**config.mk**
```make
export PLATFORM = sky130hd
export DESIGN_NAME = gnss_binary_frame_crc32_receiver_unit
export DESIGN_NICKNAME = d
export VERILOG_FILES = /design/src/gbfcr_pkg.sv /design/src/gnss_binary_frame_crc32_receiver_unit.sv
export SDC_FILE = /design/constraint.sdc
export NUM_CORES = 1
export LEC_CHECK = 0
export BUFFER_PORTS_ARGS = -buffer_cell sky130_fd_sc_hd__buf_2
export CAP_MARGIN = 20
export CORE_ASPECT_RATIO = 1.4
export CORE_MARGIN = 5
export CORE_UTILIZATION = 55
export CTS_CLUSTER_SIZE = 16
export DETAILED_ROUTE_END_ITERATION = 10
export PLACE_DENSITY_LB_ADDON = 0.25
export SETUP_SLACK_MARGIN = 0.15
export SLEW_MARGIN = 20
export SYNTH_ARGS = -nofsm -noshare
export SYNTH_HDL_FRONTEND = slang
export SYNTH_SLANG_ARGS = --single-unit
```
**constraint.sdc**
```tcl
create_clock -name clk -period 5.7 [get_ports clk]
set_clock_uncertainty 0.15 [all_clocks]
set_input_delay 1.14 -clock clk [delete_from_list [all_inputs] [get_ports clk]]
set_output_delay 1.14 -clock clk [all_outputs]
set_load 0.005 [all_outputs]
```
**src/gbfcr_pkg.sv**
```systemverilog
package gbfcr_pkg;

    localparam int unsigned CFG_INDEX_W = 3;
    localparam int unsigned CFG_DATA_W  = 16;

    localparam logic [CFG_INDEX_W-1:0] CFG_SYNC_FIRST    = 3'd0;
    localparam logic [CFG_INDEX_W-1:0] CFG_SYNC_SECOND   = 3'd1;
    localparam logic [CFG_INDEX_W-1:0] CFG_SYNC_THIRD    = 3'd2;
    localparam logic [CFG_INDEX_W-1:0] CFG_HEADER_BYTES  = 3'd3;
    localparam logic [CFG_INDEX_W-1:0] CFG_LENGTH_OFFSET = 3'd4;
    localparam logic [CFG_INDEX_W-1:0] CFG_ID_OFFSET     = 3'd5;
    localparam logic [CFG_INDEX_W-1:0] CFG_MAX_PAYLOAD   = 3'd6;

    localparam logic [7:0]  RST_SYNC_FIRST    = 8'd170;
    localparam logic [7:0]  RST_SYNC_SECOND   = 8'd68;
    localparam logic [7:0]  RST_SYNC_THIRD    = 8'd18;
    localparam logic [7:0]  RST_HEADER_BYTES  = 8'd28;
    localparam logic [7:0]  RST_LENGTH_OFFSET = 8'd8;
    localparam logic [7:0]  RST_ID_OFFSET     = 8'd4;
    localparam logic [15:0] RST_MAX_PAYLOAD   = 16'd1024;

    localparam logic [31:0] CRC_POLY = 32'hEDB8_8320;

    typedef enum logic [5:0] {
        PH_SYNC1 = 6'b000001,
        PH_SYNC2 = 6'b000010,
        PH_SYNC3 = 6'b000100,
        PH_HEAD  = 6'b001000,
        PH_DATA  = 6'b010000,
        PH_CRC   = 6'b100000
    } phase_t;

    // Reflected CRC32, one byte per call, no init or final xor.
    function automatic logic [31:0] crc_feed(input logic [31:0] crc, input logic [7:0] b);
        logic [31:0] t;
        t = {24'd0, crc[7:0] ^ b};
        for (int k = 0; k < 8; k++)
        begin
            t = t[0] ? ((t >> 1) ^ CRC_POLY) : (t >> 1);
        end
        return {8'd0, crc[31:8]} ^ t;
    endfunction

endpackage

```
**src/gnss_binary_frame_crc32_receiver_unit.sv**
```systemverilog
// Binary frame receiver: sync search, header field capture, CRC32 check.
// Bytes pass from the input register through the frame FSM to the result register.
// Throughput: one byte per cycle, but the last CRC byte waits for a free result
//   slot; the byte-wide CRC update and the frame FSM sit in one stage between
//   the input register and the result register.
// Reset (rst_n, async, active low): waiting for first sync, registers at defaults.
module gnss_binary_frame_crc32_receiver_unit
(
    input  logic                               clk,
    input  logic                               rst_n,
    input  logic                               in_valid,
    output logic                               in_stall,
    input  logic [7:0]                         data_byte,
    output logic                               out_valid,
    input  logic                               out_stall,
    output logic [15:0]                        msg_id,
    output logic [15:0]                        msg_length,
    output logic                               crc_ok,
    input  logic                               cfg_write,
    input  logic [gbfcr_pkg::CFG_INDEX_W-1:0]  cfg_index,
    input  logic [gbfcr_pkg::CFG_DATA_W-1:0]   cfg_data
);
    import gbfcr_pkg::*;

    logic [7:0]  sync_first_reg, sync_second_reg, sync_third_reg;
    logic [7:0]  header_bytes_reg, length_offset_reg, id_offset_reg;
    logic [15:0] max_payload_reg;

    logic        s1_valid_reg;
    logic [7:0]  s1_data_reg;

    phase_t      phase_reg, phase_next;
    logic [16:0] byte_index_reg, byte_index_next;
    logic [15:0] payload_len_reg, payload_len_next;
    logic [15:0] message_id_reg, message_id_next;
    logic [31:0] running_crc_reg, running_crc_next;
    logic [31:0] received_crc_reg, received_crc_next;
    logic [1:0]  crc_pos_reg, crc_pos_next;

    logic        out_valid_reg;
    logic [15:0] msg_id_reg, msg_length_reg;
    logic        crc_ok_reg;

    logic        out_free, last_crc, s1_fire, in_accept, result_load;
    logic [31:0] crc_d;
    logic [8:0]  pos9, idx_inc9;
    logic [16:0] data_inc;

    // Config registers
    always_ff @(posedge clk or negedge rst_n)
    begin
        if (!rst_n)
        begin
            sync_first_reg    <= RST_SYNC_FIRST;
            sync_second_reg   <= RST_SYNC_SECOND;
            sync_third_reg    <= RST_SYNC_THIRD;
            header_bytes_reg  <= RST_HEADER_BYTES;
            length_offset_reg <= RST_LENGTH_OFFSET;
            id_offset_reg     <= RST_ID_OFFSET;
            max_payload_reg   <= RST_MAX_PAYLOAD;
        end
        else if (cfg_write)
        begin
            case (cfg_index)
                CFG_SYNC_FIRST:    sync_first_reg    <= cfg_data[7:0];
                CFG_SYNC_SECOND:   sync_second_reg   <= cfg_data[7:0];
                CFG_SYNC_THIRD:    sync_third_reg    <= cfg_data[7:0];
                CFG_HEADER_BYTES:  header_bytes_reg  <= cfg_data[7:0];
                CFG_LENGTH_OFFSET: length_offset_reg <= cfg_data[7:0];
                CFG_ID_OFFSET:     id_offset_reg     <= cfg_data[7:0];
                CFG_MAX_PAYLOAD:   max_payload_reg   <= cfg_data[15:0];
                default:           ;
            endcase
        end
    end

    // Handshake: only the last CRC byte needs a free result slot
    assign out_free  = !out_valid_reg || !out_stall;
    assign last_crc  = (phase_reg == PH_CRC) && (crc_pos_reg == 2'd3);
    assign s1_fire   = s1_valid_reg && (out_free || !last_crc);
    assign in_stall  = s1_valid_reg && !s1_fire;
    assign in_accept = in_valid && !in_stall;

    always_ff @(posedge clk or negedge rst_n)
    begin
        if (!rst_n)
        begin
            s1_valid_reg <= 1'b0;
        end
        else if (in_accept)
        begin
            s1_valid_reg <= 1'b1;
        end
        else if (s1_fire)
        begin
            s1_valid_reg <= 1'b0;
        end
    end

    always_ff @(posedge clk)
    begin
        if (in_accept)
        begin
            s1_data_reg <= data_byte;
        end
    end

    // Frame FSM
    assign crc_d    = crc_feed(running_crc_reg, s1_data_reg);
    assign pos9     = {1'b0, byte_index_reg[7:0]};
    assign idx_inc9 = pos9 + 9'd1;
    assign data_inc = byte_index_reg + 17'd1;

    always_comb
    begin
        phase_next        = phase_reg;
        byte_index_next   = byte_index_reg;
        payload_len_next  = payload_len_reg;
        message_id_next   = message_id_reg;
        running_crc_next  = running_crc_reg;
        received_crc_next = received_crc_reg;
        crc_pos_next      = crc_pos_reg;
        result_load       = 1'b0;
        case (phase_reg)
            PH_SYNC1:
            begin
                if (s1_data_reg == sync_first_reg)
                begin
                    running_crc_next = crc_feed(32'd0, s1_data_reg);
                    byte_index_next  = 17'd1;
                    payload_len_next = 16'd0;
                    message_id_next  = 16'd0;
                    phase_next       = PH_SYNC2;
                end
            end
            PH_SYNC2:
            begin
                if (s1_data_reg == sync_second_reg)
                begin
                    running_crc_next = crc_d;
                    byte_index_next  = 17'd2;
                    phase_next       = PH_SYNC3;
                end
            end
            PH_SYNC3:
            begin
                if (s1_data_reg == sync_third_reg)
                begin
                    running_crc_next = crc_d;
                    byte_index_next  = 17'd3;
                    phase_next       = PH_HEAD;
                end
            end
            PH_HEAD:
            begin
                running_crc_next = crc_d;
                if (pos9 == {1'b0, length_offset_reg})
                    payload_len_next[7:0] = s1_data_reg;
                if (pos9 == ({1'b0, length_offset_reg} + 9'd1))
                    payload_len_next[15:8] = s1_data_reg;
                if (pos9 == {1'b0, id_offset_reg})
                    message_id_next[7:0] = s1_data_reg;
                if (pos9 == ({1'b0, id_offset_reg} + 9'd1))
                    message_id_next[15:8] = s1_data_reg;
                byte_index_next = {8'd0, idx_inc9};
                if (idx_inc9 >= {1'b0, header_bytes_reg})
                begin
                    if (payload_len_next > max_payload_reg)
                    begin
                        phase_next = PH_SYNC1;
                    end
                    else if (payload_len_next == 16'd0)
                    begin
                        received_crc_next = 32'd0;
                        crc_pos_next      = 2'd0;
                        phase_next        = PH_CRC;
                    end
                    else
                    begin
                        byte_index_next = 17'd0;
                        phase_next      = PH_DATA;
                    end
                end
            end
            PH_DATA:
            begin
                running_crc_next = crc_d;
                byte_index_next  = data_inc;
                if (data_inc >= {1'b0, payload_len_reg})
                begin
                    received_crc_next = 32'd0;
                    crc_pos_next      = 2'd0;
                    phase_next        = PH_CRC;
                end
            end
            PH_CRC:
            begin
                // CRC arrives LSB first
                received_crc_next = received_crc_reg
                                  | ({24'd0, s1_data_reg} << {crc_pos_reg, 3'b000});
                crc_pos_next = crc_pos_reg + 2'd1;
                if (crc_pos_reg == 2'd3)
                begin
                    result_load = 1'b1;
                    phase_next  = PH_SYNC1;
                end
            end
            default:
            begin
                phase_next = PH_SYNC1;
            end
        endcase
    end

    always_ff @(posedge clk or negedge rst_n)
    begin
        if (!rst_n)
        begin
            phase_reg        <= PH_SYNC1;
            byte_index_reg   <= 17'd0;
            payload_len_reg  <= 16'd0;
            message_id_reg   <= 16'd0;
            running_crc_reg  <= 32'd0;
            received_crc_reg <= 32'd0;
            crc_pos_reg      <= 2'd0;
        end
        else if (s1_fire)
        begin
            phase_reg        <= phase_next;
            byte_index_reg   <= byte_index_next;
            payload_len_reg  <= payload_len_next;
            message_id_reg   <= message_id_next;
            running_crc_reg  <= running_crc_next;
            received_crc_reg <= received_crc_next;
            crc_pos_reg      <= crc_pos_next;
        end
    end

    // Result register
    always_ff @(posedge clk or negedge rst_n)
    begin
        if (!rst_n)
        begin
            out_valid_reg <= 1'b0;
        end
        else if (s1_fire && result_load)
        begin
            out_valid_reg <= 1'b1;
        end
        else if (!out_stall)
        begin
            out_valid_reg <= 1'b0;
        end
    end

    always_ff @(posedge clk)
    begin
        if (s1_fire && result_load)
        begin
            msg_id_reg     <= message_id_reg;
            msg_length_reg <= payload_len_reg;
            crc_ok_reg     <= (received_crc_next == running_crc_reg);
        end
    end

    assign out_valid  = out_valid_reg;
    assign msg_id     = msg_id_reg;
    assign msg_length = msg_length_reg;
    assign crc_ok     = crc_ok_reg;

`ifndef SYNTHESIS
    a_crc_pos_idle: assert property (@(posedge clk) disable iff (!rst_n)
        (phase_reg != PH_CRC) |-> (crc_pos_reg == 2'd0))
        else $error("crc byte position nonzero outside CRC phase");

    a_data_index: assert property (@(posedge clk) disable iff (!rst_n)
        (phase_reg == PH_DATA) |-> (byte_index_reg < {1'b0, payload_len_reg}))
        else $error("payload byte index past length");

    a_result_src: assert property (@(posedge clk) disable iff (!rst_n)
        $rose(out_valid_reg) |-> $past(phase_reg == PH_CRC && crc_pos_reg == 2'd3))
        else $error("result request without last CRC byte");

    a_no_overwrite: assert property (@(posedge clk) disable iff (!rst_n)
        (out_valid_reg && out_stall) |-> !(s1_fire && result_load))
        else $error("pending result request overwritten");
`endif

endmodule
```
==> metrics.md <==
| Metric | Value |
|---|---|
| Register area share after synthesis | 0.429 |
| Drt pass-1 iters | 7 |
| Flop pwr share | 0.359 |
| Max-cap violation count | 0 |
| CP arrival | 5.43 ns |
| Count leader, synth | dfrtp_1 |
| Hold crit path type | register to register |
| Setup TNS | 0 ns |
| Number of flops mapped to enable cells by yosys | 41 |
| CTS tree | built |
| Max IR drop VDD | between 0.3 and 0.4 mV |
| Combinational power share | 0.404 |
| Vias in the first global route | 10,700 |
| Predominant post-synthesis flop cell | dfrtp_1 |
| Post-synthesis register bit count | 228 |
| Worst path required time | about 5.9 ns |
| Fin. Hold Viols | 0 |
| Rel. slew slack | 0.262 |
| Largest net degree at the start of global routing | slightly below 100 |
| Area delta synth->final | 10.5% |
| Pwr Density | roughly 440 mW/mm^2 |
| Final nets | 1,500 |
| # DRC | 0 |
| Cell count after synthesis | 1,385 |
| Number of top-level pins | 67 |
| GRT Util Overall | 0.264 |
| Util after Layout | 0.618 |
| Clk root buf | clkbuf_16 |
| Die X | 144 um |
| Synth Area in XOR/XNOR | 0.131 |
| Synth top area cells | dfrtp_1 31%, edfxtp_1 8.9%, xnor2_1 7.5%, mux2_2 7.4%, xor2_1 5.6% |
| Yosys cell types | 77 |
| RePlAce Congestion | 0.953 |
| Area leader, netlist | dfrtp_1 |
| Fmax | between 150 and 200 MHz |
| Initial Utilization | 0.559 |
| Vias/cell | 6.14 |
| Final setup fails | 0 |
| Clock transition at path regs | 0.08 ns |
| Switching power | roughly 2.6 mW |
| Wire length per cell | approximately 21 um |
| CTS Sinks | between 200 and 250 |
| Clock tree buffer depth | 3 |
| Synthesized net count | between 1,000 and 1,500 |
| Adder-Cell Fraction of Synth Area | 0.0398 |
| Yosys top cell area share | 0.311 |
| H-tree depth | 1 |
| Global route overflow | 0 |
| Clock share of power | 0.238 |
| Post-route setup slack | between 0.4 and 0.5 ns |
| Worst skew pair latency | around 0.53 ns |
| Overall power | approximately 6.7 mW |
| Core area | approximately 0.025 sq mm |
| Min Clock Period, post-route | about 5.2 ns |
| Slew Limit Fails | 0 |
| Critical path endpoint category | register |
| Post-DP HPWL | ~27,000 um |
| Final period utilization | 0.919 |
| Internal power | about 4.1 mW |
| Synth top cells by count | 172 x dfrtp_1, 118 x xnor2_1, 109 x nand2_1 |
| Cts bufs inserted | 23 |
| Synth async-reset ratio | 0.820 |
| Initial antenna violation count | 0 |
| DRT Wirelength | 37,300 um |
| Sw frac | 0.389 |
| Placement Cell Area | between 0.01 and 0.015 sq mm |
| Drt first-iter violations | approximately 630 |
| Worst-Margin Slew | between 1 and 1.5 ns |
| Post-Place Setup Slack | approximately 0.24 ns |
| Mapped Area | about 0.014 sq mm |
| Crit path launch type | register |
| Compound-Gate Fraction of Synth Area | 0.138 |
| Die area | ~0.028 sq mm |
| Vias | about 11,000 |
| RSZ-0062 raised after global routing | false |
| Simple-gate area share of the yosys netlist | 0.146 |
| Share of layout cells above drive strength 1 | 0.183 |
| Chip height | between 150 and 200 um |
| Multiplexer share of the synthesized area | 0.0762 |
| Detail Route Antenna Nets | 0 |
| CP Class | register to register |
| Worst-path fanout max | 14 |
| Ant diodes | 0 |
| IO buf count | between 60 and 70 |
| Status | complete, no violations |
| First-pass GRT wire length | 59,000 um |
| Leak | ~6.6 nW |
| Row count | 68 |
| Avg Inst Size Synth | ~10 sq um |
| Design Area, Final | between 0.015 and 0.02 sq mm |
| Main combinational cell family by area after synthesis | simple AND/OR/NAND/NOR gates |
| YS warnings | 0 |
| Hold buffer count at CTS | 0 |
metrics by stage:
stage          hold slack [ns]  cells
6_report                 0.291   1756
5_1_grt                  0.309   1756
2_1_floorplan            0.271   1385
3_3_place_gp             0.281   1711
4_1_cts                  0.295   1753
3_5_place_dp             0.282   1711
critical path, stage by stage, from the launching register on:
cell and delay, ns:
dfrtp_1 0.56, xor2_1 0.24, nor4bb_1 0.44, and2_2 0.39
nand2_1 0.08, o21ai_0 0.14, ha_1 0.32, a21oi_1 0.16
a21boi_0 0.13, o311ai_0 0.52, a32oi_1 0.18, buf_4 0.18
nor2_1 0.42, a31oi_4 0.26, mux2i_1 0.19, a2111o_1 0.44
nor4_2 0.25
layer usage:
layer,vias up,GRT usage,share of wire
met5,-,0,0
met1,5291,0.323,0.39
met4,0,0.137,0.061
met3,97,0.0325,0.055
met2,359,0.455,0.50
li1,5030,-,-
power groups by stage:
stage / sequential [mW] / clock (mW) / combinational [mW]
after global routing: 2.45 / 1.70 / 2.98
after floorplan: 2.18 / 0 / 2.26
after detailed placement: 2.43 / 0 / 2.68
after CTS: 2.40 / 1.62 / 2.70
after global placement: 2.41 / 0 / 2.62
final: 2.41 / 1.60 / 2.71
cells in the final DEF (no fill, tap or decap), types with 9 or more instances in the layout:
master / netlist / final
xnor2_1: 118 / 118
inv_1: 60 / 60
o211ai_1: 11 / 11
nand3b_1: 9 / 9
dfstp_2: 15 / 15
nand4_1: 15 / 15
nor3_1: 10 / 9
a221oi_1: 12 / 12
nor2_1: 89 / 87
a32o_1: 16 / 16
mux2_2: 91 / 91
nor4_1: 15 / 15
xor2_1: 89 / 89
buf_2: 12 / 65
ha_1: 44 / 44
nand3_1: 36 / 36
o21ai_0: 69 / 69
dfrtp_1: 172 / 172
and2_1: 14 / 13
buf_4: 2 / 31
and4_1: 10 / 10
a21oi_1: 76 / 76
nand2b_1: 13 / 13
edfxtp_1: 41 / 41
o31ai_1: 23 / 22
and3_1: 17 / 17
nand2_1: 109 / 109
clkbuf_16: 0 / 23
kinds of logic (layout without fill, tap and decap cells):
family | after synthesis | count (layout)
mux | 94 | 94
compound gates | 287 | 287
simple gates | 381 | 381
xor+xnor | 207 | 207
flops | 228 | 228
buf+inv | 144 | 200
fa+ha+maj | 44 | 44
final timing paths:
kind / startpoint / endpoint / slack (ns) / cells after the start
max: byte_index_reg[6] / crc_ok / 0.46 / 16
min: message_id_reg[9] / msg_id[9] / 0.29 / 0
max reg2reg: byte_index_reg[6] / crc_ok / 0.46 / 16
min reg2reg: message_id_reg[9] / msg_id[9] / 0.29 / 0
max in group asynchronous: rst_n / running_crc_reg[14] / 3.68 / 2
min in group asynchronous: rst_n / max_payload_reg[15] / 0.55 / 1
cell type report:
| type | instances | area (sq um) |
|---|---|---|
| clock buffers | 24 | 579 |
| clock inverters | 18 | 214 |
| fillers | 2071 | 9470 |
| inverters | 60 | 225 |
| multi-input cells | 1013 | 7360 |
| flip-flops and latches | 228 | 5930 |
| well taps | 315 | 394 |
| repair buffers | 98 | 583 |
timing repair:
action / in CTS / in global routing
resized for setup: 0 / 2
endpoints found under the setup margin: 0 / 17
setup buffers: 0 / 2
No activity file was read; power rests on OpenSTA's default activity.
